`config.mk`:
```
export PLATFORM = sky130hd
export DESIGN_NAME = wstd_ptr
export DESIGN_NICKNAME = d
export VERILOG_FILES = /design/src/hdl/wstd_pkg.sv /design/src/hdl/wstd_ptr.sv
export SDC_FILE = /design/constraint.sdc
export NUM_CORES = 1
export LEC_CHECK = 0
export BUFFER_PORTS_ARGS = -buffer_cell sky130_fd_sc_hd__buf_2
export CAP_MARGIN = 30
export CORE_AREA = 3 3 69 71
export CTS_CLUSTER_SIZE = 8
export DETAILED_ROUTE_END_ITERATION = 10
export DIE_AREA = 0 0 72 74
export PLACE_DENSITY = 0.66
export SYNTH_ARGS = -nofsm -noshare
export SYNTH_HDL_FRONTEND = slang
export SYNTH_SLANG_ARGS = --single-unit
export TNS_END_PERCENT = 5
```
`constraint.sdc`:
```
create_clock -name clk -period 7.4 [get_ports clk]
set_input_delay 1.48 -clock clk [delete_from_list [all_inputs] [get_ports clk]]
set_output_delay 1.48 -clock clk [all_outputs]
set_load 0.1 [all_outputs]
```
`src/hdl/wstd_pkg.sv`:
```
// ----------------------------------------------------------------------------
// Work-stealing task deque package
// Shared request, response and entry types and the operation and status codes.
// ----------------------------------------------------------------------------
package wstd_pkg;

    typedef enum logic [1:0] {
        OP_PUSH  = 2'd0,
        OP_POP   = 2'd1,
        OP_STEAL = 2'd2
    } opcode_t;

    typedef enum logic [1:0] {
        ST_OK    = 2'd0,
        ST_EMPTY = 2'd1,
        ST_FULL  = 2'd2
    } status_t;

    typedef struct packed {
        opcode_t     opcode;
        logic [63:0] task_handle;
        logic [63:0] payload_word;
    } req_t;

    typedef struct packed {
        status_t     status;
        logic [63:0] task_out;
        logic [63:0] payload_out;
    } rsp_t;

    typedef struct packed {
        logic [63:0] task_handle;
        logic [63:0] payload_word;
    } entry_t;

    typedef struct packed {
        status_t status;
        logic    wr_en;
        logic    rd_en;
        logic    pass;
    } ptr_op_t;

endpackage

```
`src/hdl/wstd_ptr.sv`:
```
// ----------------------------------------------------------------------------
// Deque pointer control
// Holds the top and bottom counters, decides each request and gives the
// store slot to write or read.
// ----------------------------------------------------------------------------
module wstd_ptr #(
    parameter int ENTRIES = 256
) (
    input  logic                       clk,
    input  logic                       rst_n,
    input  logic                       step,
    input  wstd_pkg::opcode_t          opcode,
    output wstd_pkg::ptr_op_t          op,
    output logic [$clog2(ENTRIES)-1:0] wr_idx,
    output logic [$clog2(ENTRIES)-1:0] rd_idx
);

    localparam int CW = $clog2(2 * ENTRIES);
    localparam int IW = $clog2(ENTRIES);
    localparam logic [CW-1:0] CNT_MAX = CW'(2 * ENTRIES - 1);
    localparam logic [CW-1:0] ENT     = CW'(ENTRIES);
    localparam logic [CW:0]   SPAN    = (CW + 1)'(2 * ENTRIES);

    logic [CW-1:0] top_reg;
    logic [CW-1:0] top_next;
    logic [CW-1:0] bottom_reg;
    logic [CW-1:0] bottom_next;
    logic [CW:0]   used_wide;
    logic [CW-1:0] used;
    logic [CW-1:0] last;

    function automatic logic [CW-1:0] bump(input logic [CW-1:0] c);
        return (c == CNT_MAX) ? '0 : c + 1'b1;
    endfunction

    function automatic logic [IW-1:0] slot_of(input logic [CW-1:0] c);
        logic [CW-1:0] d;
        d = (c >= ENT) ? c - ENT : c;
        return d[IW-1:0];
    endfunction

    always_comb
    begin
        used_wide = {1'b0, bottom_reg} - {1'b0, top_reg}
                  + ((bottom_reg < top_reg) ? SPAN : '0);
        used      = used_wide[CW-1:0];
        last      = (bottom_reg == '0) ? CNT_MAX : bottom_reg - 1'b1;
    end

    always_comb
    begin
        op          = '{status: wstd_pkg::ST_EMPTY, wr_en: 1'b0, rd_en: 1'b0, pass: 1'b0};
        top_next    = top_reg;
        bottom_next = bottom_reg;
        wr_idx      = slot_of(bottom_reg);
        rd_idx      = slot_of(top_reg);
        case (opcode)
            wstd_pkg::OP_PUSH:
            begin
                if (used == ENT)
                begin
                    op.status = wstd_pkg::ST_FULL;
                    op.pass   = 1'b1;
                end
                else
                begin
                    op.status   = wstd_pkg::ST_OK;
                    op.wr_en    = 1'b1;
                    bottom_next = bump(bottom_reg);
                end
            end
            wstd_pkg::OP_POP:
            begin
                rd_idx = slot_of(last);
                if (used != '0)
                begin
                    op.status = wstd_pkg::ST_OK;
                    op.rd_en  = 1'b1;
                    if (used == CW'(1))
                        top_next = bump(top_reg);
                    else
                        bottom_next = last;
                end
            end
            wstd_pkg::OP_STEAL:
            begin
                if (used != '0)
                begin
                    op.status = wstd_pkg::ST_OK;
                    op.rd_en  = 1'b1;
                    top_next  = bump(top_reg);
                end
            end
            default:
            begin
                op.status = wstd_pkg::ST_EMPTY;
            end
        endcase
    end

    always_ff @(posedge clk or negedge rst_n)
    begin
        if (!rst_n)
        begin
            top_reg    <= '0;
            bottom_reg <= '0;
        end
        else if (step)
        begin
            top_reg    <= top_next;
            bottom_reg <= bottom_next;
        end
    end

    a_used_bounded: assert property (@(posedge clk) disable iff (!rst_n)
        used <= ENT)
        else $error("Occupancy exceeds the deque depth.");

    a_one_access: assert property (@(posedge clk) disable iff (!rst_n)
        !(op.wr_en && op.rd_en))
        else $error("Write and read decided for the same request.");

    a_full_no_write: assert property (@(posedge clk) disable iff (!rst_n)
        step && opcode == wstd_pkg::OP_PUSH && used == ENT |=> $stable(bottom_reg))
        else $error("Bottom pointer moved on a rejected push.");

endmodule

```
==> summary.txt <==
status = finished, final reports clean
first-pass GRT wire length = 8.65 mm
ys flop type = dfrtp_1
Final Max Slew Viols = 0
initial antenna violation count = 0
clock slew at reported path FFs = 0.07 ns
drt initial violations = 124
Clock Latency Late Sink = 0.25 ns
Core Rows = 24
met3 Use GR = 0.0338
FILL cells = 436
Final Net Count = 294
Die X = 72 µm
DP Worst Slack = 2.66 ns
Avg WL per Cell = 16.2 µm
Setup Skew = 0.00363 ns
Tightest Pin Transition = 0.637 ns
WP data required = 5.92 ns
Area contributors post-synth = dfrtp_1, ha_1, nand2_1
final setup fails = 0
num ports = 26
VDD IR max = 0.249 mV
DPL Wire Length = 4.02 mm
clk sinks = 18
Sequential Area = 450 µm²
MaxCap Viol Count = 0
Final Hold Vio Count = 0
share of cells above drive strength 1 = 0.145
Ys Warns = 0
post-synth top area share = 0.227
post-synth cell types = 52
DRC violations left = 0
1st-pass router iterations = 4
Period minus WS final = 5.05 ns
setup total negative slack = 0 ns
Routed Antenna Nets = 0
hold_buf cts = 0
number of diodes = 0
die area = 0.00533 mm²
Crit Path Class = flop to primary output
critical path endpoint category = primary output
FFs w/ async S/R, synth = 1.00
Max Clock Freq = 198 MHz
critical path arrival = 3.57 ns
register area share after synthesis = 0.227
area delta synth->final = 6.88%
final worst-path cycle share = 0.682
EDFF count, synth = 0
CTS tree = yes
Root Buffer = clkbuf_8
Placer Congestion = 0.880
Initial Util = 0.462
syn_area_per_cell = 7.65 µm²
Max FO, Critical Path = 9
Die Ht = 74 µm
Synth area leader = dfrtp_1
htree depth = 1
total power = 906 µW
FF+latch count, synth = 18
vias = 1915
vias in the first global route = 1805
average via count per standard cell = 5.97
grt ovf = 0
met2 Use GR = 0.352
met1 usage = 0.274
RSZ-0062 raised after global routing = false
max_slew headroom = 0.572
final WL = 5.21 mm
clock buffer depth = 2
CTS Buf Count = 3
Synth Net Count = 282
Core Area = 0.00429 mm²
setup slack after layout = 2.35 ns
crit start category = flop
Min Hold Slack = 0.495 ns
static leakage = 0.981 nW
grt peak-use layer = met2
post-CTS setup repair buffer count = 0
Netlist Area Pre-Place = 0.00198 mm²
largest net degree at the start of global routing = 32
GR Util All Layers = 0.204
Post-Synthesis Cells = 259
post-CTS sizing = 0
number of I/O port buffers = 25
area occupied by multi-input gates = 0.00136 mm²
power density cells = 428 mW/mm²
Min-Delay Path Class = flop to flop
-- logic make-up (layout without fill, tap and decap cells) --
logic type | Yosys count | after routing | share of synthesized area
AND/OR/NAND/NOR | 89 | 89 | 0.229
AO/OA/AOI/OAI | 85 | 85 | 0.285
buffers and inverters | 37 | 47 | 0.0859
adder cells (fa/ha/maj) | 18 | 18 | 0.117
flip-flops | 18 | 18 | 0.227
XOR/XNOR | 9 | 9 | 0.0398
multiplexers | 3 | 3 | 0.0158
-- path summary, 6_finish.rpt --
path	start	to	slack, ns	cells after the start
worst max register to register	bottom_reg[0]	top_reg[7]	3.76	11
min in group asynchronous	rst_n	bottom_reg[5]	1.17	1
max in group asynchronous	rst_n	top_reg[8]	5.90	1
worst max-delay path	bottom_reg[0]	op[4]	2.35	11
worst min register to register	top_reg[7]	top_reg[7]	0.49	1
worst min-delay path	top_reg[7]	top_reg[7]	0.49	1
-- layout make-up --
class | instances | share of cell area
timing repair buffer | 26 | 0.0626
sequential | 18 | 0.213
inverter | 18 | 0.0319
clock buffer | 3 | 0.0195
tap | 52 | 0.0307
multi-input combinational | 204 | 0.643
-- layer usage --
layer,share of wire,vias up,wire (µm)
met4,0.010,0,53
met2,0.48,63,2510
met5,0,-,0
li1,-,954,-
met3,0.056,6,290
met1,0.45,892,2360
-- power by group --
part | internal, mW | switching (mW) | leakage (nW)
Sequential | 0.127 | 0.0695 | 0.219
Combinational | 0.190 | 0.450 | 0.740
Clock | 0.0362 | 0.0334 | 0.0216
-- cells in the mapped netlist (3+ instances only) --
cell and instances:
nor2b_1 4, xnor2_1 5, nand3_1 10, xor2_1 4, a31oi_1 15, o21ai_1 8
and3b_1 3, nor2_1 15, clkbuf_1 8, o21ai_0 18, inv_1 18, a21oi_1 15
and3_1 7, or3_1 3, ha_1 17, buf_4 8, o22ai_1 3, or2_2 3
nand2_1 26, nor3_1 7, o21a_1 4, dfrtp_1 18
-- worst max-delay path, stage by stage (launching register included) --
cell       delay (ns)
dfrtp_1          0.47
inv_1            0.13
ha_1             0.24
fa_1             0.41
nor2b_1          0.20
o21bai_1         0.14
o2111ai_1        0.15
or4_4            0.55
nor2_1           0.29
nand2_1          0.12
nor3_1           0.17
buf_2            0.45
-- per-stage QoR --
step | util | cells | instance area (µm²)
after CTS | 0.493 | 321 | 2120
after global placement | 0.484 | 318 | 2080
after global routing | 0.493 | 321 | 2120
after detailed placement | 0.484 | 318 | 2080
after floorplan | - | 259 | 1980
final | 0.493 | 321 | 2120
-- cells in the final DEF (no fill, tap or decap), types with 2 or more instances in the layout --
master	n
nand2_1	26
buf_2	25
inv_1	18
o21ai_0	18
dfrtp_1	18
ha_1	17
nor2_1	15
a21oi_1	15
a31oi_1	15
nand3_1	10
o21ai_1	8
and3_1	7
nor3_1	7
xnor2_1	5
nor2b_1	4
xor2_1	4
o21a_1	4
or2_2	3
o22ai_1	3
and3b_1	3
or3_1	3
clkbuf_8	3
o2111ai_1	2
a21o_1	2
o22a_1	2
nand2b_1	2
o21bai_1	2
nor4_1	2
mux2i_1	2
a22o_1	2
o31ai_2	2
Power figures use the tool's default switching activity.
